[config.mk]
export PLATFORM = sky130hd
export DESIGN_NAME = spi_packet_command_framer
export DESIGN_NICKNAME = d
export VERILOG_FILES = /design/src/rtl/spf_pkg.sv /design/src/rtl/spf_front.sv /design/src/rtl/spf_queue.sv /design/src/rtl/spf_back.sv /design/src/rtl/spi_packet_command_framer.sv
export SDC_FILE = /design/constraint.sdc
export NUM_CORES = 1
export LEC_CHECK = 0
export BUFFER_PORTS_ARGS = -buffer_cell sky130_fd_sc_hd__buf_4
export CAP_MARGIN = 0
export CORE_ASPECT_RATIO = 0.75
export CORE_UTILIZATION = 55
export CTS_BUF_LIST = sky130_fd_sc_hd__clkbuf_8 sky130_fd_sc_hd__clkbuf_16
export DETAILED_ROUTE_END_ITERATION = 8
export PLACE_DENSITY = 0.74
export SYNTH_ARGS = -nofsm -noshare
export SYNTH_HDL_FRONTEND = slang
export SYNTH_HIERARCHICAL = 1
export SYNTH_SLANG_ARGS = --single-unit
[constraint.sdc]
create_clock -name aclk -period 6 [get_ports aclk]
set_input_delay 0.3 -clock aclk [delete_from_list [all_inputs] [get_ports aclk]]
set_output_delay 0.3 -clock aclk [all_outputs]
set_load 0.01 [all_outputs]
[src/rtl/spf_pkg.sv]
// shared types, constants and byte tables of the spi packet command framer
`default_nettype none
package spf_pkg;

    localparam logic [7:0] SPI_IDLE    = 8'h4A;
    localparam logic [7:0] SPI_ESC     = 8'h4D;
    localparam logic [7:0] PK_SOP      = 8'h7A;
    localparam logic [7:0] PK_EOP      = 8'h7B;
    localparam logic [7:0] PK_CHAN     = 8'h7C;
    localparam logic [7:0] PK_ESC      = 8'h7D;
    localparam logic [7:0] TXN_WRITE   = 8'h00;
    localparam logic [7:0] TXN_READ    = 8'h10;
    localparam logic [7:0] TXN_NONE    = 8'h7F;
    localparam logic [7:0] ESC_FLIP    = 8'h20;
    localparam logic [7:0] WORD_SIZE   = 8'h04;
    localparam logic [7:0] BYTE_ZERO   = 8'h00;

    localparam int PAD_W = 5;
    localparam logic [PAD_W-1:0] PAD_LIMIT       = 5'd16;
    localparam logic [PAD_W-1:0] WRITE_PAD_RESET = 5'd11;
    localparam logic [PAD_W-1:0] READ_PAD_RESET  = 5'd13;

    localparam int CFG_IDX_W = 1;
    localparam logic [CFG_IDX_W-1:0] CFG_WRITE_PAD = 1'b0;
    localparam logic [CFG_IDX_W-1:0] CFG_READ_PAD  = 1'b1;

    localparam logic [1:0] OPER_WRITE  = 2'd0;
    localparam logic [1:0] OPER_READ   = 2'd1;
    localparam logic [1:0] OPER_PROBE  = 2'd2;
    localparam logic [1:0] OPER_UNUSED = 2'd3;

    localparam int POS_W = 5;
    localparam logic [3:0] HDR_LAST_WRITE = 4'd11;
    localparam logic [3:0] HDR_LAST_READ  = 4'd7;
    localparam logic [POS_W-1:0] PROBE_LAST = 5'd18;

    localparam int CQ_DEPTH = 2;
    localparam int CQ_PTR_W = (CQ_DEPTH > 1) ? $clog2(CQ_DEPTH) : 1;
    localparam int CQ_CNT_W = $clog2(CQ_DEPTH + 1);

    typedef enum logic [1:0] {
        CMD_WRITE,
        CMD_READ,
        CMD_PROBE,
        CMD_ERROR
    } cmd_kind_t;

    typedef struct packed {
        cmd_kind_t        kind;
        logic [31:0]      addr;
        logic [31:0]      data;
        logic [PAD_W-1:0] pad;
    } cq_entry_t;

    typedef struct packed {
        logic full;
        logic empty;
    } cq_status_t;

    typedef enum logic [2:0] {
        ST_IDLE,
        ST_SOP,
        ST_DATA,
        ST_HELD,
        ST_EOP,
        ST_PAD,
        ST_PROBE,
        ST_ERR
    } bk_state_t;

    typedef struct packed {
        bk_state_t state;
    } bk_status_t;

    // transaction header and data word, one byte per position
    function automatic logic [7:0] hdr_byte(input cmd_kind_t kind, input logic [31:0] addr,
                                            input logic [31:0] data, input logic [3:0] pos);
        logic [7:0] b;
        case (pos)
            4'd0:    b = (kind == CMD_WRITE) ? TXN_WRITE : TXN_READ;
            4'd1:    b = BYTE_ZERO;
            4'd2:    b = BYTE_ZERO;
            4'd3:    b = WORD_SIZE;
            4'd4:    b = addr[31:24];
            4'd5:    b = addr[23:16];
            4'd6:    b = addr[15:8];
            4'd7:    b = addr[7:0];
            4'd8:    b = data[7:0];
            4'd9:    b = data[15:8];
            4'd10:   b = data[23:16];
            4'd11:   b = data[31:24];
            default: b = BYTE_ZERO;
        endcase
        return b;
    endfunction

    function automatic logic [7:0] probe_byte(input logic [POS_W-1:0] idx);
        logic [7:0] b;
        case (idx)
            5'd0:    b = PK_SOP;
            5'd1:    b = TXN_NONE;
            5'd8:    b = PK_EOP;
            5'd2, 5'd3, 5'd4, 5'd5, 5'd6, 5'd7, 5'd9: b = BYTE_ZERO;
            default: b = SPI_IDLE;
        endcase
        return b;
    endfunction

endpackage
`default_nettype wire

[src/rtl/spf_front.sv]
// command intake: config registers, alignment check and classification
`default_nettype none
module spf_front
    import spf_pkg::*;
(
    input  wire logic                 aclk,
    input  wire logic                 aresetn,
    input  wire logic                 cfg_wr_en,
    input  wire logic [CFG_IDX_W-1:0] cfg_addr,
    input  wire logic [PAD_W-1:0]     cfg_wdata,
    input  wire logic                 s_tvalid,
    output logic                      s_tready,
    input  wire logic [63:0]          s_tdata,
    input  wire logic [1:0]           s_tuser,
    input  wire cq_status_t           q_status,
    output logic                      q_push,
    output cq_entry_t                 q_entry
);

    logic [PAD_W-1:0] write_pad_reg;
    logic [PAD_W-1:0] read_pad_reg;
    logic [PAD_W-1:0] pad_sel;
    logic [31:0]      addr;

    always_ff @(posedge aclk) begin
        if (!aresetn) begin
            write_pad_reg <= WRITE_PAD_RESET;
            read_pad_reg  <= READ_PAD_RESET;
        end else if (cfg_wr_en) begin
            case (cfg_addr)
                CFG_WRITE_PAD: write_pad_reg <= cfg_wdata;
                CFG_READ_PAD:  read_pad_reg  <= cfg_wdata;
                default: ;
            endcase
        end
    end

    assign addr     = s_tdata[31:0];
    assign s_tready = !q_status.full;
    // unused op code is taken and dropped
    assign q_push   = s_tvalid && s_tready && (s_tuser != OPER_UNUSED);

    always_comb begin
        pad_sel = (s_tuser == OPER_WRITE) ? write_pad_reg : read_pad_reg;
        q_entry.addr = addr;
        q_entry.data = s_tdata[63:32];
        q_entry.pad  = (pad_sel > PAD_LIMIT) ? PAD_LIMIT : pad_sel;
        case (s_tuser)
            OPER_WRITE: q_entry.kind = (addr[1:0] != 2'b00) ? CMD_ERROR : CMD_WRITE;
            OPER_READ:  q_entry.kind = (addr[1:0] != 2'b00) ? CMD_ERROR : CMD_READ;
            OPER_PROBE: q_entry.kind = CMD_PROBE;
            default:    q_entry.kind = CMD_PROBE;
        endcase
    end

endmodule
`default_nettype wire

[src/rtl/spf_queue.sv]
// short command queue between intake and byte sequencer
`default_nettype none
module spf_queue
    import spf_pkg::*;
(
    input  wire logic      aclk,
    input  wire logic      aresetn,
    input  wire logic      push,
    input  wire cq_entry_t push_entry,
    input  wire logic      pop,
    output cq_entry_t      head,
    output cq_status_t     status
);

    cq_entry_t             entries [CQ_DEPTH];
    logic [CQ_PTR_W-1:0]   wr_ptr_reg;
    logic [CQ_PTR_W-1:0]   rd_ptr_reg;
    logic [CQ_CNT_W-1:0]   count_reg;
    logic                  do_push;
    logic                  do_pop;

    assign status.full  = (count_reg == CQ_CNT_W'(CQ_DEPTH));
    assign status.empty = (count_reg == '0);
    assign do_push      = push && !status.full;
    assign do_pop       = pop && !status.empty;
    assign head         = entries[rd_ptr_reg];

    function automatic logic [CQ_PTR_W-1:0] ptr_inc(input logic [CQ_PTR_W-1:0] p);
        return (p == CQ_PTR_W'(CQ_DEPTH - 1)) ? '0 : p + 1'b1;
    endfunction

    always_ff @(posedge aclk) begin
        if (do_push) begin
            entries[wr_ptr_reg] <= push_entry;
        end
    end

    always_ff @(posedge aclk) begin
        if (!aresetn) begin
            wr_ptr_reg <= '0;
            rd_ptr_reg <= '0;
            count_reg  <= '0;
        end else begin
            if (do_push) begin
                wr_ptr_reg <= ptr_inc(wr_ptr_reg);
            end
            if (do_pop) begin
                rd_ptr_reg <= ptr_inc(rd_ptr_reg);
            end
            case ({do_push, do_pop})
                2'b10:   count_reg <= count_reg + 1'b1;
                2'b01:   count_reg <= count_reg - 1'b1;
                default: ;
            endcase
        end
    end

endmodule
`default_nettype wire

[src/rtl/spf_back.sv]
// byte sequencer: framing, two escape layers, idle padding, probe pattern, error beat, output register
`default_nettype none
module spf_back
    import spf_pkg::*;
(
    input  wire logic       aclk,
    input  wire logic       aresetn,
    input  wire cq_entry_t  head,
    input  wire cq_status_t q_status,
    output logic            q_pop,
    output logic            m_tvalid,
    input  wire logic       m_tready,
    output logic [7:0]      m_tdata,
    output logic            m_tlast,
    output logic            m_tuser,
    output bk_status_t      status
);

    bk_state_t        state_reg, state_next;
    cmd_kind_t        kind_reg, kind_next;
    logic [31:0]      addr_reg, addr_next;
    logic [31:0]      data_reg, data_next;
    logic [PAD_W-1:0] pad_reg, pad_next;
    logic [POS_W-1:0] pos_reg, pos_next;
    logic [7:0]       held_reg, held_next;

    logic             out_valid_reg;
    logic [7:0]       out_byte_reg;
    logic             out_last_reg;
    logic             out_mis_reg;

    logic             out_free;
    logic [7:0]       cur;
    logic [3:0]       last_pos;
    logic             at_last;
    logic             pk_esc;
    logic             spi_esc;
    logic             emit;
    logic [7:0]       emit_byte;
    logic             emit_last;
    logic             emit_mis;

    assign out_free = !out_valid_reg || m_tready;
    assign cur      = hdr_byte(kind_reg, addr_reg, data_reg, pos_reg[3:0]);
    assign last_pos = (kind_reg == CMD_WRITE) ? HDR_LAST_WRITE : HDR_LAST_READ;
    assign at_last  = (pos_reg[3:0] == last_pos);
    assign pk_esc   = (cur >= PK_SOP) && (cur <= PK_ESC);
    assign spi_esc  = (cur == SPI_IDLE) || (cur == SPI_ESC);
    assign q_pop    = (state_reg == ST_IDLE) && !q_status.empty;

    // next state
    always_comb begin
        state_next = state_reg;
        kind_next  = kind_reg;
        addr_next  = addr_reg;
        data_next  = data_reg;
        pad_next   = pad_reg;
        pos_next   = pos_reg;
        held_next  = held_reg;
        if (state_reg == ST_IDLE) begin
            if (!q_status.empty) begin
                kind_next = head.kind;
                addr_next = head.addr;
                data_next = head.data;
                pad_next  = head.pad;
                pos_next  = '0;
                case (head.kind)
                    CMD_PROBE: state_next = ST_PROBE;
                    CMD_ERROR: state_next = ST_ERR;
                    default:   state_next = ST_SOP;
                endcase
            end
        end else if (out_free) begin
            case (state_reg)
                ST_SOP: begin
                    pos_next   = '0;
                    state_next = ST_DATA;
                end
                ST_DATA, ST_HELD: begin
                    if (state_reg == ST_DATA && (pk_esc || spi_esc)) begin
                        held_next  = cur ^ ESC_FLIP;
                        state_next = ST_HELD;
                    end else if (at_last) begin
                        state_next = (pad_reg != '0) ? ST_PAD : ST_IDLE;
                    end else begin
                        pos_next   = pos_reg + 1'b1;
                        // eop goes ahead of the final header or data byte
                        state_next = (pos_reg[3:0] + 4'd1 == last_pos) ? ST_EOP : ST_DATA;
                    end
                end
                ST_EOP: state_next = ST_DATA;
                ST_PAD: begin
                    pad_next = pad_reg - 1'b1;
                    if (pad_reg == PAD_W'(1)) begin
                        state_next = ST_IDLE;
                    end
                end
                ST_PROBE: begin
                    if (pos_reg == PROBE_LAST) begin
                        state_next = ST_IDLE;
                    end else begin
                        pos_next = pos_reg + 1'b1;
                    end
                end
                ST_ERR:  state_next = ST_IDLE;
                default: state_next = ST_IDLE;
            endcase
        end
    end

    // beat contents for the current state
    always_comb begin
        emit      = 1'b1;
        emit_byte = BYTE_ZERO;
        emit_last = 1'b0;
        emit_mis  = 1'b0;
        case (state_reg)
            ST_IDLE: emit = 1'b0;
            ST_SOP:  emit_byte = PK_SOP;
            ST_DATA: begin
                if (pk_esc) begin
                    emit_byte = PK_ESC;
                end else if (spi_esc) begin
                    emit_byte = SPI_ESC;
                end else begin
                    emit_byte = cur;
                    emit_last = at_last && (pad_reg == '0);
                end
            end
            ST_HELD: begin
                emit_byte = held_reg;
                emit_last = at_last && (pad_reg == '0);
            end
            ST_EOP: emit_byte = PK_EOP;
            ST_PAD: begin
                emit_byte = SPI_IDLE;
                emit_last = (pad_reg == PAD_W'(1));
            end
            ST_PROBE: begin
                emit_byte = probe_byte(pos_reg);
                emit_last = (pos_reg == PROBE_LAST);
            end
            ST_ERR: begin
                emit_last = 1'b1;
                emit_mis  = 1'b1;
            end
            default: emit = 1'b0;
        endcase
    end

    always_ff @(posedge aclk) begin
        if (!aresetn) begin
            state_reg     <= ST_IDLE;
            pos_reg       <= '0;
            pad_reg       <= '0;
            held_reg      <= '0;
            out_valid_reg <= 1'b0;
        end else begin
            state_reg <= state_next;
            pos_reg   <= pos_next;
            pad_reg   <= pad_next;
            held_reg  <= held_next;
            if (out_free) begin
                out_valid_reg <= emit;
            end
        end
    end

    always_ff @(posedge aclk) begin
        kind_reg <= kind_next;
        addr_reg <= addr_next;
        data_reg <= data_next;
        if (out_free) begin
            out_byte_reg <= emit_byte;
            out_last_reg <= emit_last;
            out_mis_reg  <= emit_mis;
        end
    end

    assign m_tvalid     = out_valid_reg;
    assign m_tdata      = out_byte_reg;
    assign m_tlast      = out_last_reg;
    assign m_tuser      = out_mis_reg;
    assign status.state = state_reg;

endmodule
`default_nettype wire

[src/rtl/spi_packet_command_framer.sv]
// top level of the spi packet command framer
`default_nettype none
// Turns word write, word read and probe commands into the byte stream for a
// packet bridge behind an SPI link. A write or read becomes an sop, an 8-byte
// header (plus the data word, little-endian, for writes) with eop ahead of
// the final byte, packet escaping of 0x7A..0x7D and SPI escaping of 0x4A and
// 0x4D, followed by write_idle_pad or read_idle_pad idle bytes (capped at 16).
// A probe sends its fixed 19-byte pattern; a misaligned address sends one beat
// with misaligned set and no bytes; op code 3 is dropped. The sequencer puts
// out one byte per cycle while m_tready is high, and passes through its idle
// state between commands to pick the next one up from a two-entry queue.
// The queue lets up to two further commands be taken while one is being sent.
module spi_packet_command_framer
    import spf_pkg::*;
(
    input  wire logic                 aclk,
    input  wire logic                 aresetn,
    input  wire logic                 cfg_wr_en,
    input  wire logic [CFG_IDX_W-1:0] cfg_addr,
    input  wire logic [PAD_W-1:0]     cfg_wdata,
    input  wire logic                 s_tvalid,
    output logic                      s_tready,
    input  wire logic [63:0]          s_tdata,  // address, data word
    input  wire logic [1:0]           s_tuser,  // operation
    output logic                      m_tvalid,
    input  wire logic                 m_tready,
    output logic [7:0]                m_tdata,  // spi_byte
    output logic                      m_tlast,
    output logic                      m_tuser   // misaligned
);

    cq_status_t q_status;
    cq_entry_t  q_entry;
    cq_entry_t  q_head;
    logic       q_push;
    logic       q_pop;
    bk_status_t bk_status;

    spf_front u_front (
        .aclk      (aclk),
        .aresetn   (aresetn),
        .cfg_wr_en (cfg_wr_en),
        .cfg_addr  (cfg_addr),
        .cfg_wdata (cfg_wdata),
        .s_tvalid  (s_tvalid),
        .s_tready  (s_tready),
        .s_tdata   (s_tdata),
        .s_tuser   (s_tuser),
        .q_status  (q_status),
        .q_push    (q_push),
        .q_entry   (q_entry)
    );

    spf_queue u_queue (
        .aclk       (aclk),
        .aresetn    (aresetn),
        .push       (q_push),
        .push_entry (q_entry),
        .pop        (q_pop),
        .head       (q_head),
        .status     (q_status)
    );

    spf_back u_back (
        .aclk     (aclk),
        .aresetn  (aresetn),
        .head     (q_head),
        .q_status (q_status),
        .q_pop    (q_pop),
        .m_tvalid (m_tvalid),
        .m_tready (m_tready),
        .m_tdata  (m_tdata),
        .m_tlast  (m_tlast),
        .m_tuser  (m_tuser),
        .status   (bk_status)
    );

`ifndef SYNTHESIS
    // an error beat is a lone zero byte closing its run
    a_error_beat: assert property (@(posedge aclk) disable iff (!aresetn)
        (m_tvalid && m_tuser) |-> (m_tlast && m_tdata == BYTE_ZERO))
        else $error("misaligned beat without last or with nonzero byte");

    // a waiting command is picked up at once by an idle sequencer
    a_pickup: assert property (@(posedge aclk) disable iff (!aresetn)
        (bk_status.state == ST_IDLE && !q_status.empty) |=> (bk_status.state != ST_IDLE))
        else $error("sequencer stayed idle with a queued command");

    // idle padding ends the run on an idle byte
    a_pad_last: assert property (@(posedge aclk) disable iff (!aresetn)
        (bk_status.state == ST_PAD && m_tvalid && m_tready && m_tlast) |->
        (m_tdata == SPI_IDLE))
        else $error("padding run closed on a non-idle byte");
`endif

endmodule
`default_nettype wire

# ---- After elaboration in Yosys (flattened, before gate mapping)
# Memory sizes are Yosys's and may differ from the RTL's. A register that Yosys moved wholly into a read port is not among the register bits.
# Cells that the tools add are included.
# Widths: inputs -> output; s select.
dict set report word_totals {
  reg_bits 112
  ramBits 142
  romBits 112
  output_inout_bits 12
  wordCells 150
  n_memories 2
}
# memory words word_bits read_ports rd_ports_with_merged_regs write_ports line_no
set memory_table {}
lappend memory_table {u_queue.entries 2 71 1 1 1 spf_queue.sv:15} ;# cq_entry_t entries [CQ_DEPTH];
lappend memory_table {{(no name shown)} 16 7 1 1 0 spf_pkg.sv:99} ;# case (idx)
dict set report op_classes {
  add_sub_neg 7
  order_cmp 3
  n_eq_ne 35
  muxes 48
  n_bitwise 4
  reduce_logical 35
}
# op n
set op_table {}
lappend op_table {{$pmux 8 s10} 1}
lappend op_table {{$mux 5} 13}
lappend op_table {{$pmux 8 s6} 1}
lappend op_table {{$mux 3} 9}
lappend op_table {{$mux 8} 3}
lappend op_table {{$eq 4x3->1 const B} 4}
lappend op_table {{$eq 4x4->1 const B} 4}
lappend op_table {{$eq 8x7->1 const B} 2}
lappend op_table {{$pmux 5 s3} 1}
lappend op_table {{$eq 3x3->1 const B} 4}
lappend op_table {{$mux 4} 3}
lappend op_table {{$pmux 3 s4} 1}
lappend op_table {{$mux 1} 10}
lappend op_table {{$eq 2x2->1 const B} 4}
lappend op_table {{$eq 4x4->1} 2}
lappend op_table {{$ge 8x7->1 const B} 1}
lappend op_table {{$le 8x7->1 const B} 1}
lappend op_table {{$logic_and 1x1->1} 8}
lappend op_table {{$pmux 2 s2} 2}
lappend op_table {{$reduce_and 4->1} 2}
lappend op_table {{$reduce_bool 2->1} 4}
lappend op_table {{$eq 3x2->1 const B} 2}
lappend op_table {{$logic_not 2->1} 3}
lappend op_table {{$ne 3x1->1 const B} 2}
lappend op_table {{30 further kinds} 45}

# ---- Logic depth before layout (Yosys ltp)
# Gate-level depths: netlist (run 1).
dict set report logic_depth {
  word_depth 13
  mapped_depth 14
}

# ---- Modules after synthesis
# Netlist (run 1), hierarchy kept.
# module n_inst cells_each area_each_um2
set by_module_without_submodules {}
lappend by_module_without_submodules {spf_queue 1 247 5340.1}
lappend by_module_without_submodules {spf_back 1 404 4600.7}
lappend by_module_without_submodules {spf_front 1 125 998.5}

# ---- Least setup slack after synthesis (run 1)
# No wires, ideal clock.
dict set report synth_timing {
  kind {register to register}
  startpoint {register u_back.state_reg[2], in the netlist u_back/status[2]}
  endpoint {register u_queue.count_reg[1]}
  setup_time_ps 70
  arrival_ps 4876
  t_required_ps 5930
  setup_slack_ps 1054
  path_stages_with_launch 9
  path_buffers 2
  cell_sequence {dfxtp_1 clkbuf_1 or3_1 clkbuf_1 nor2_1 o21a_1 ha_1 or3_1 a21boi_1}
}
dict set report synth_between {
  elab_chain_cells 5
  word_cells_on_any_way 7
  classes_between {2 x eq/ne; 1 x mux; 4 x reduce/logical}
}
# item line_no
set synth_lines {}
lappend synth_lines {{start: declaration} spf_back.sv:19} ;# bk_state_t state_reg, state_next;
lappend synth_lines {{start signal: assignment} spf_back.sv:159} ;# state_reg <= state_next;
lappend synth_lines {{$logic_not 3->1 (*)} spf_back.sv:49} ;# assign q_pop = (state_reg == ST_IDLE) && !q_status.empty;
lappend synth_lines {{$logic_and 1x1->1 (*)} spf_back.sv:49}
lappend synth_lines {{net q_pop} spi_packet_command_framer.sv:36} ;# logic q_pop;
lappend synth_lines {{$logic_and 1x1->1 (*)} spf_queue.sv:25} ;# assign do_pop = pop && !status.empty;
lappend synth_lines {{net u_queue.do_pop} spf_queue.sv:20} ;# logic do_pop;
lappend synth_lines {{$eq 2x1->1 / $eq 2x2->1 (equally long branches)} spf_queue.sv:50} ;# case ({do_push, do_pop})
lappend synth_lines {{$pmux 2 s2 / $reduce_bool 2->1 (equally long branches)} n/a}
lappend synth_lines {{end signal: assignment} spf_queue.sv:51} ;# 2'b10: count_reg <= count_reg + 1'b1;
lappend synth_lines {{end signal: assignment} spf_queue.sv:52} ;# 2'b01: count_reg <= count_reg - 1'b1;
lappend synth_lines {{end: declaration} spf_queue.sv:18} ;# logic [CQ_CNT_W-1:0] count_reg;
# Mark *: on every way through the listed nets, which the timed path passes. The rest lies on a longest branch.
# A chain may end at the register's enable or synchronous reset.

# ---- Worst setup path in the final report (run 1)
dict set report layout_timing {
  startpoint {register u_back.pos_reg[1]}
  endpoint {register u_back.held_reg[4]}
}
dict set report layout_between {
  elab_chain_cells 7
  word_cells_on_any_way 20
  classes_between {2 x order compare; 11 x eq/ne; 1 x mux; 6 x reduce/logical}
}
# item line_no
set layout_lines {}
lappend layout_lines {{start: declaration} spf_back.sv:24} ;# logic [POS_W-1:0] pos_reg, pos_next;
lappend layout_lines {{start signal: assignment} spf_back.sv:160} ;# pos_reg <= pos_next;
lappend layout_lines {{$eq 4x4->1, or another cell as far along} spf_pkg.sv:79} ;# case (pos)
lappend layout_lines {{$pmux 8 s10 (*)} spf_pkg.sv:79}
lappend layout_lines {{$ge 8x7->1, or another cell as far along} spf_back.sv:47} ;# assign pk_esc = (cur >= PK_SOP) && (cur <= PK_ESC);
lappend layout_lines {{$logic_and 1x1->1 / $logic_or 1x1->1 (equally long branches)} {spf_back.sv:47, spf_back.sv:48}}
lappend layout_lines {{$logic_or 1x1->1} spf_back.sv:80} ;# if (state_reg == ST_DATA && (pk_esc || spi_esc)) begin
lappend layout_lines {{$logic_and 1x1->1} spf_back.sv:80}
lappend layout_lines {{$reduce_and 4->1 (no line)} n/a}
lappend layout_lines {{end signal: assignment} spf_back.sv:162} ;# held_reg <= held_next;
lappend layout_lines {{end: declaration} spf_back.sv:25} ;# logic [7:0] held_reg, held_next;
# Every way passes the cells marked *; elsewhere a longest branch is shown, timed or not.

==> impl_metrics.csv, run 1 <==
group,metric,value,unit
power,cellPowerDensity,411,nW/um^2
die,dieArea,20500,sq um
global_routing,grt_antenna_before_repair,0,
die,start_util,56.3,%
worst_setup_path,required,6.42,ns
power,intPower,3.68,mW
timing,fin_tns_setup,0,ns
finish,largest_reg_flops,142,
finish,n_fill_cell,1364,
finish,n_antenna_cell,0,
power,clkPwrFrac,28.1,%
power,comb_power_share,21.9,%
worst_setup_path,cp.arrival,4.18,ns
yosys,synth_seq_cells,259,
route,dr.max_layer_used,"met4",
clocking,clockBufferDepth,3,
timing,relSlewSlack,32.4,%
timing,setup_viol,0,
yosys,ys_seq_area_share,67.3,%
clocking,numCtsBuffers,25,
place,hpwl,13400,microns
clocking,clock-root-buffer,"clkbuf_16",
route,wl_per_cell,19.3,microns
yosys,yosysTopAreaCellShare,59.8,%
worst_setup_path,critPathMaxFanout,16,
timing,holdWs,0.0363,ns
global_routing,gr-total-overflow,0,
power,sequentialPowerShare,50.0,%
finish,post-route-util,65.6,%
clocking,cts_resized,0,
yosys,netlist_instances,776,
timing,hold_viol,0,
yosys,syn-num-nets,861,
yosys,ys.flop_type,"edfxtp_1",
power,max-vdd-ir-drop,0.253,mV
clocking,htree_levels,1,
yosys,synthTopCellsByCount,"edfxtp_1, mux2_2, buf_4, dfxtp_1, nand2_1",
place,gp_congestion,0.888,
finish,drive_above_1_share,24.4,%
die,die_y,124,microns
worst_setup_path,crit_path_end_kind,"register",
yosys,ys_warn_count,6,
yosys,synth.distinct_cells,61,
yosys,synth_compound_area_share,8.60,%
timing,fin_skew,0.0107,ns
die,die_w,165,microns
die,boundaryPins,89,
yosys,yosysTopAreaCell,"edfxtp_1",
route,wl,21900,microns
yosys,synth_most_common_cell,"edfxtp_1",
yosys,synth-edff-count,218,
global_routing,grt_pass1_vias,6493,
route,dr_wl_met2,10500,microns
route,dr.pass1.iters,7,
yosys,synthMuxAreaShare,8.42,%
yosys,synth_area,10900,sq um
route,ant_nets,0,
yosys,yosys-top-cells-area,"edfxtp_1, dfxtp_1, mux2_2",
finish,layout.nets,949,
status,status,"finished, final reports clean",
power,p_sw_share,29.6,%
route,via_count,6479,
finish,postLayoutCellArea,12700,sq um
timing,finalCriticalPeriod,3.76,ns
clocking,clk-insertion-delay-late,0.53,ns
global_routing,grt_pass1_wl,34200,microns
global_routing,grt_util_all_layers,22.0,%
global_routing,grt_start_max_net_pins,67,
clocking,cts_sinks,259,
timing,drv_slew,0,
clocking,cts_tree,"yes",
flow_run,drv_cap,0,
route,wl_met1,9640,microns
clocking,cts_setup_buffers,0,
timing,rsz0062_at_grt,"false",
yosys,synth_top_family_by_area,"compound AO/OA/AOI/OAI gates",
yosys,synthXorXnorAreaFrac,0.480,%
clocking,postCtsHoldBufs,64,
timing,fin_crit_sh,62.7,%
power,p_leak,4.51,nW
place,io_buffer_count,88,
worst_hold_path,holdCritPathClass,"in2reg",
timing,setup_slack,2.24,ns
route,vias_per_cell,5.71,
worst_setup_path,critPathKind,"reg2reg",
yosys,yosys.area_share.simple,7.61,%
clocking,clk_pin_slew,0.06,ns
place,dpl-instance-area,11300,sq um
die,num_rows,44,
finish,syn2layout_area_growth,16.5,%
yosys,syn_avg_cell_area,14.1,sq um
route,met3WireLength,1340,microns
power,p_sw,1.55,mW
timing,worst_slew_pin_slew,1.01,ns
route,drc,0,
yosys,ys_async_sr_fraction,0,%
yosys,synth_fa_ha_area_share,0.915,%
die,fp.coreArea,19400,sq um
place,dp_slack,2.13,ns
worst_setup_path,cp-start-kind,"register",
route,drt-initial-drc-count,603,
timing,fmax,0.266,GHz
## per-layer routing
| layer | global-route usage [%] | vias to the layer above |
|---|---|---|
| li1 | - | 3023 |
| met3 | 3.63 | 35 |
| met5 | 0 | - |
| met1 | 30.3 | 3169 |
| met4 | 6.08 | 0 |
| met2 | 36.3 | 252 |
## final timing paths
check,start,end,slack [ns],depth (start not counted)
max,u_back/pos_reg[1]$_SDFFE_PN0N_,u_back/held_reg[4]$_SDFFE_PN0P_,2.24,11
min,cfg_wdata[1],u_front/read_pad_reg[1]$_SDFFE_PN0P_,0.04,3
max reg2reg,u_back/pos_reg[1]$_SDFFE_PN0N_,u_back/held_reg[4]$_SDFFE_PN0P_,2.24,11
min reg2reg,u_back/held_reg[7]$_SDFFE_PN0P_,u_back/held_reg[7]$_SDFFE_PN0P_,0.45,2
## layout make-up
class	instances	area (sq um)	share of cell area [%]
Tap cell	253	317	2.48
Clock inverter	20	140	1.10
Sequential cell	259	7370	57.8
Inverter	27	101	0.795
Timing Repair Buffer	157	1340	10.5
Clock buffer	25	626	4.91
Multi-Input combinational cell	394	2860	22.4
## power groups by stage
stage / combinational [mW] / sequential [mW] / clock [mW]
2_1_floorplan: 0.830 / 2.56 / 0
3_3_place_gp: 1.05 / 2.63 / 0
6_report: 1.14 / 2.62 / 1.47
3_5_place_dp: 1.09 / 2.65 / 0
4_1_cts: 1.13 / 2.61 / 1.48
5_1_grt: 1.25 / 2.65 / 1.56
## through the flow
stage | cells | total power, mW
floorplan | 776 | 3.39
detailed placement | 1025 | 3.74
global placement | 1025 | 3.68
CTS | 1134 | 5.23
global route | 1135 | 5.46
finish | 1135 | 5.23
## placed cells by master, fill, tap and decap left out, types with 3 or more instances in the layout
master / count
o21ai_0: 30
nand2b_1: 7
nand3b_1: 6
or4b_1: 4
clkinv_1: 3
mux2_2: 72
and2_1: 5
xnor2_1: 6
nor2_1: 25
buf_4: 92
clkbuf_16: 25
a21boi_0: 5
nand3_1: 13
or3_1: 8
a21boi_1: 3
and3_1: 3
a22oi_1: 27
a21oi_1: 32
o211ai_1: 8
nand2_1: 39
dfxtp_1: 40
mux2i_1: 11
inv_1: 29
edfxtp_1: 218
nor3_1: 11
a31oi_1: 4
dlygate4sd3_1: 64
o21a_1: 5
nor2b_1: 17
ha_1: 8
clkinv_2: 9
o31ai_1: 5
## cells by family after synthesis
kind of cell | after synthesis
multiplexers | 83
buffers and inverters | 123
adder cells (fa/ha/maj) | 8
AND/OR/NAND/NOR | 157
flip-flops | 259
AO/OA/AOI/OAI | 140
XOR/XNOR | 6
## worst max-delay path, stage by stage, from the launching register on
cell and delay [ns]:
dfxtp_1 0.46, inv_1 0.10, ha_1 0.44, a222oi_1 0.45, o22a_1 0.25, o21ai_0 0.19, nor3_1 0.46, and4_1 0.32
a32o_1 0.24, and2_1 0.40, mux2i_1 0.14, and2_1 0.20
No activity file was read; power rests on OpenSTA's default activity.
==> inputs of run 2 (changes only) <==
--- a/config.mk
+++ b/config.mk
@@ -5,6 +5,7 @@
 export SDC_FILE = /design/constraint.sdc
 export NUM_CORES = 1
 export LEC_CHECK = 0
+export ABC_AREA = 1
 export BUFFER_PORTS_ARGS = -buffer_cell sky130_fd_sc_hd__buf_4
 export CAP_MARGIN = 0
 export CORE_ASPECT_RATIO = 0.75
==> constraint.sdc (replaced) <==
create_clock -name aclk -period 3.8 [get_ports aclk]
set_input_delay 0.19 -clock aclk [delete_from_list [all_inputs] [get_ports aclk]]
set_output_delay 0.19 -clock aclk [all_outputs]
set_load 0.01 [all_outputs]
==> impl_metrics.csv, run 2 <==
group,metric,value,unit
global_routing,gr-total-overflow,0,
route,drc,0,
die,die_w,168,microns
timing,fmax,0.334,GHz
power,clkPwrFrac,29.8,%
route,wl_per_cell,16.9,microns
timing,fin_tns_setup,0,ns
worst_setup_path,critPathMaxFanout,16,
clocking,htree_levels,1,
clocking,clk-insertion-delay-late,0.52,ns
yosys,yosysTopAreaCell,"edfxtp_1",
power,p_leak,5.28,nW
route,wl,21600,microns
worst_hold_path,min_from,"cfg_addr",
clocking,cts_setup_buffers,0,
global_routing,grt_start_max_net_pins,72,
power,sequentialPowerShare,47.7,%
yosys,syn-num-nets,980,
worst_setup_path,rrSetupSlack,0.81,ns
finish,most-common-layout-cells,"edfxtp_1, nand2_1, buf_4",
yosys,synth_most_common_cell,"edfxtp_1",
worst_setup_path,cp-start-kind,"register",
timing,fin_skew,0.0188,ns
worst_hold_path,holdCritPathClass,"in2reg",
die,die_y,126,microns
die,num_rows,45,
clocking,cts_sinks,259,
timing,drv_slew,0,
die,fp.coreArea,20200,sq um
worst_setup_path,worstSetupStartpoint,"u_back/pos_reg[3]$_SDFFE_PN0N_",
route,vias_per_cell,5.26,
place,hpwl,14100,microns
timing,setup_slack,0.806,ns
worst_setup_path,critPathKind,"reg2reg",
yosys,ys_seq_area_share,64.9,%
yosys,netlist_instances,895,
finish,n_antenna_cell,0,
timing,relSlewSlack,33.1,%
power,cellPowerDensity,612,nW/um^2
worst_setup_path,required,4.19,ns
timing,fin_crit_sh,78.8,%
die,start_util,56.1,%
global_routing,grt_pass1_vias,6553,
global_routing,grt_pass1_wl,34300,microns
yosys,yosysTopAreaCellShare,57.7,%
power,p_sw,2.34,mW
clocking,postCtsHoldBufs,70,
timing,finalCriticalPeriod,2.99,ns
global_routing,grt_util_all_layers,20.8,%
route,ant_nets,0,
finish,drive_above_1_share,22.8,%
worst_hold_path,worstHoldEndpoint,"u_front/write_pad_reg[0]$_SDFFE_PN1P_",
power,intPower,5.76,mW
worst_setup_path,critPathMaxStageDelay,0.85,ns
timing,hold_viol,0,
finish,final_common_cell,"edfxtp_1",
flow_run,drv_cap,0,
yosys,ys_async_sr_fraction,0,%
finish,post-route-util,65.5,%
finish,n_fill_cell,1439,
clocking,cts_tree,"yes",
worst_setup_path,cp.arrival,3.38,ns
clocking,clock-root-buffer,"clkbuf_16",
clocking,clk_pin_slew,0.06,ns
power,comb_power_share,22.5,%
worst_setup_path,crit_path_end_kind,"register",
place,dp_slack,0.906,ns
yosys,synthTopCellsByCount,"edfxtp_1, nand2_1, inv_1, mux2_4, nor2_1",
die,boundaryPins,89,
place,dpl-instance-area,11700,sq um
timing,setup_viol,0,
worst_setup_path,r2r_start,"u_back/pos_reg[3]$_SDFFE_PN0N_",
worst_hold_path,min_delay_path_depth,4,
clocking,numCtsBuffers,24,
yosys,ys_warn_count,6,
yosys,syn_avg_cell_area,12.7,sq um
timing,rsz0062_at_grt,"false",
clocking,clockBufferDepth,3,
route,dr.pass1.iters,7,
power,p_sw_share,28.9,%
global_routing,grt_antenna_before_repair,0,
finish,syn2layout_area_growth,16.6,%
finish,layout.nets,1088,
finish,largest_reg_flops,142,
place,io_buffer_count,88,
yosys,synth_seq_cells,259,
route,drt-initial-drc-count,664,
worst_setup_path,worst_r2r_path_depth,17,
clocking,cts_resized,0,
route,via_count,6726,
yosys,yosys-top-cells-area,"edfxtp_1, mux2_4, dfxtp_1",
yosys,synth-edff-count,218,
status,status,"finished, final reports clean",
power,max-vdd-ir-drop,0.549,mV
timing,worst_slew_pin_slew,1.00,ns
yosys,synth_area,11300,sq um
worst_setup_path,critPathMostFrequentCell,"nand2_1",
worst_setup_path,crit_path_top_delay_cell,"dfxtp_1",
yosys,synth.distinct_cells,38,
die,dieArea,21200,sq um
worst_setup_path,path_cells,"nand2_4 -> nor2_1 -> nand2_1 -> nand2_1 -> nor2_1 -> nand2_2 -> nand2_1 -> o21ai_1 -> nand2_1 -> nand2_1 -> nand2_2 -> nand2_4 -> nand2_4 -> nand2_1 -> nand3_2 -> nand3_1 -> nand3_1",
yosys,ys.flop_type,"edfxtp_1",
finish,postLayoutCellArea,13200,sq um
place,gp_congestion,0.907,
run 2: cell count changes after synthesis, sizes merged, moves of 8 or more:
cell / delta
nand2: +135
a22oi: -27
nand3: +27
o21ai: -9
inv: +57
nand2b: -8
nor2b: -17
clkbuf: -11
a21oi: -8
nand4: +17
nor2: +54
mux2i: -11
a21boi: -8
run 2: critical path, delay by kind of cell (launching register included):
family / cells / cell delay (ns)
DFF: 1 / 0.85
AOI/OAI and AO/OA: 1 / 0.14
and+or+nand+nor: 16 / 1.86
run 2: metrics by stage:
stage / instances / power, mW / hold slack (ns)
floorplan: 895 / 5.17 / 0.303
global route: 1279 / 8.48 / 0.0484
detailed placement: 1165 / 5.65 / 0.377
CTS: 1279 / 8.12 / 0.0217
finish: 1279 / 8.10 / 0.0370
global placement: 1165 / 5.62 / 0.375
run 2: worst max path at each step:
stage	end	slack, ns	cells past startpoint
2_1_floorplan	u_back/pos_reg[4]$_SDFFE_PN0N_	0.008	10
3_3_place_gp	register	1.05	19
3_5_place_dp	register	0.91	17
4_1_cts	register	0.88	17
5_1_grt	register	0.54	17
6_report	register	0.81	17
run 2: cell families after synthesis:
kind of cell	Yosys count	share of synthesized area, %
XOR/XNOR	2	0.154
adder cells (fa/ha/maj)	8	0.882
buffers and inverters	165	8.81
AO/OA/AOI/OAI	65	3.31
flip-flops	259	64.9
multiplexers	71	9.36
AND/OR/NAND/NOR	325	12.6
run 2: layer usage:
metal  vias to the layer above  share of wire (%)  track usage, %
met5                         -                  0               0
met4                         0                1.3            4.70
met3                        26                6.3            3.12
met2                       258                 46            33.8
met1                      3199                 46            29.9
li1                       3243                  -               -
run 2: final cells by class:
cell class              instances  area, sq um  share of cell area [%]
inverters                      84          318                    2.40
well taps                     258          323                    2.44
multi-input cells             471         3000                    22.6
clock buffers                  24          601                    4.54
flip-flops and latches        259         7370                    55.7
clock inverters                20          200                    1.51
repair buffers                163         1420                    10.8
run 2: power by group through the flow:
stage	logic (mW)	clock network [mW]	registers (mW)
5_1_grt	2.00	2.57	3.90
2_1_floorplan	1.35	0	3.83
4_1_cts	1.80	2.46	3.86
3_5_place_dp	1.74	0	3.92
3_3_place_gp	1.71	0	3.91
6_report	1.82	2.42	3.86
==> inputs of run 3 (changes only) <==
--- a/config.mk
+++ b/config.mk
@@ -5,7 +5,7 @@
 export SDC_FILE = /design/constraint.sdc
 export NUM_CORES = 1
 export LEC_CHECK = 0
-export ABC_AREA = 1
+export ABC_AREA = 0
 export BUFFER_PORTS_ARGS = -buffer_cell sky130_fd_sc_hd__buf_4
 export CAP_MARGIN = 0
 export CORE_ASPECT_RATIO = 0.75
==> constraint.sdc (replaced) <==
create_clock -name aclk -period 2.94 [get_ports aclk]
set_input_delay 0.147 -clock aclk [delete_from_list [all_inputs] [get_ports aclk]]
set_output_delay 0.147 -clock aclk [all_outputs]
set_load 0.01 [all_outputs]
==> impl_metrics.csv, run 3 (synthesized netlist as in run 1, its figures left out) <==
group,metric,value,unit
finish,n_fill_cell,1172,
worst_setup_path,crit_path_end_kind,"register",
finish,drive_above_1_share,33.3,%
finish,syn2layout_area_growth,25.1,%
clocking,numCtsBuffers,26,
route,dr.pass1.iters,7,
route,wl,22600,microns
timing,fin_crit_sh,99.3,%
timing,drv_slew,0,
timing,hold_viol,0,
die,dieArea,20500,sq um
global_routing,grt_pass1_vias,6576,
route,vias_per_cell,5.52,
power,p_leak,4.90,nW
worst_setup_path,critPathKind,"reg2reg",
status,status,"finished, final reports clean",
die,start_util,56.3,%
route,drc,0,
place,hpwl,13800,microns
worst_setup_path,critPathMaxFanout,13,
power,cellPowerDensity,838,nW/um^2
timing,relSlewSlack,65.2,%
global_routing,grt_start_max_net_pins,72,
finish,largest_reg_flops,142,
clocking,cts_tree,"yes",
place,gp_congestion,0.896,
die,fp.coreArea,19400,sq um
worst_setup_path,r2r_start,"u_back/pos_reg[0]$_SDFFE_PN0N_",
worst_hold_path,holdCritPathClass,"in2reg",
clocking,clock-root-buffer,"clkbuf_16",
timing,finalCriticalPeriod,2.92,ns
clocking,clk-insertion-delay-late,0.53,ns
die,boundaryPins,89,
timing,rsz0062_at_grt,"true",
worst_setup_path,cp.arrival,3.36,ns
global_routing,grt_antenna_before_repair,0,
timing,fin_skew,0.0199,ns
die,die_w,165,microns
finish,finalNonFillerCells,1205,
finish,most-common-layout-cells,"edfxtp_1, buf_4, dlygate4sd3_1",
finish,layout.nets,1017,
worst_setup_path,cp-start-kind,"register",
power,max-vdd-ir-drop,0.587,mV
finish,final_common_cell,"edfxtp_1",
clocking,clk_pin_slew,0.06,ns
clocking,htree_levels,1,
finish,n_antenna_cell,0,
timing,fin_tns_setup,0,ns
place,dpl-instance-area,11800,sq um
clocking,cts_sinks,259,
route,wl_per_cell,18.7,microns
route,via_count,6649,
place,post-place-cells,1075,
worst_setup_path,worstSetupStartpoint,"u_back/pos_reg[0]$_SDFFE_PN0N_",
power,p_total,11.5,mW
worst_setup_path,required,3.38,ns
worst_hold_path,min_from,"aresetn",
flow_run,drv_cap,0,
route,ant_nets,0,
place,io_buffer_count,88,
timing,fmax,0.342,GHz
global_routing,gr-total-overflow,0,
timing,worst_slew_pin_slew,0.520,ns
route,drt-initial-drc-count,554,
global_routing,grt_util_all_layers,22.3,%
die,die_y,124,microns
global_routing,grt_pass1_wl,34700,microns
clocking,clockBufferDepth,3,
timing,setup_viol,0,
die,num_rows,44,
finish,postLayoutCellArea,13700,sq um
==> run 3: path summary, 6_finish.rpt <==
kind / to / slack (ns) / cells past startpoint
worst max-delay path: register / 0.02 / 12
worst min-delay path: u_front/read_pad_reg[0]$_SDFFE_PN1P_ / 0.04 / 2
worst min register to register: u_back/held_reg[6]$_SDFFE_PN0P_ / 0.47 / 1
worst max register to register: register / 0.02 / 12
==> run 3: area by class of cell <==
class                           instances  area (sq um)  share of cell area, %
Tap cell                              253           317                   2.31
Sequential cell                       259          7380                   53.9
Timing Repair Buffer                  224          1920                   14.0
Clock buffer                           28           678                   4.96
Clock inverter                         20           215                   1.57
Multi-Input combinational cell        394          3070                   22.4
Inverter                               27           105                  0.768
==> run 3: worst max-delay path, stage by stage (launching register included) <==
cell and delay [ns]:
dfxtp_4 0.35, buf_4 0.14, ha_4 0.21, a222oi_1 0.39, o22a_1 0.20, o21ai_1 0.14, nor3_2 0.24, and4_4 0.28
a32o_2 0.19, nor2_2 0.07, o311ai_2 0.25, buf_4 0.18, mux2i_1 0.20
==> run 3: routing by layer <==
layer	GRT usage [%]	up-vias	wire length (microns)
li1	-	3162	-
met1	30.6	3231	9790
met2	36.6	225	11000
met3	4.36	31	1370
met4	6.02	0	410
met5	0	-	0
==> run 3: what timing repair did <==
action | CTS | global route
hold endpoints to repair | 142 | 0
setup endpoints to repair | 23 | 21
hold buffers | 75 | 0
buffers inserted | 2 | 5
pin swaps | 4 | 18
resized for setup | 14 | 45
==> run 3: through the flow <==
step	util [%]	setup WS [ns]	hold WS [ns]
2_1_floorplan	-	-0.106	0.269
5_1_grt	70.4	-0.0874	0.0475
3_3_place_gp	60.5	-0.0366	0.332
6_report	70.4	0.0198	0.0400
3_5_place_dp	60.5	-0.137	0.335
4_1_cts	69.2	-0.0110	0.0284
==> run 3: power breakdown <==
| part | internal [mW] | switching (mW) | leakage (nW) |
|---|---|---|---|
| Sequential | 4.92 | 0.330 | 2.37 |
| Clock | 2.02 | 1.35 | 0.449 |
| Combinational | 1.23 | 1.60 | 2.08 |
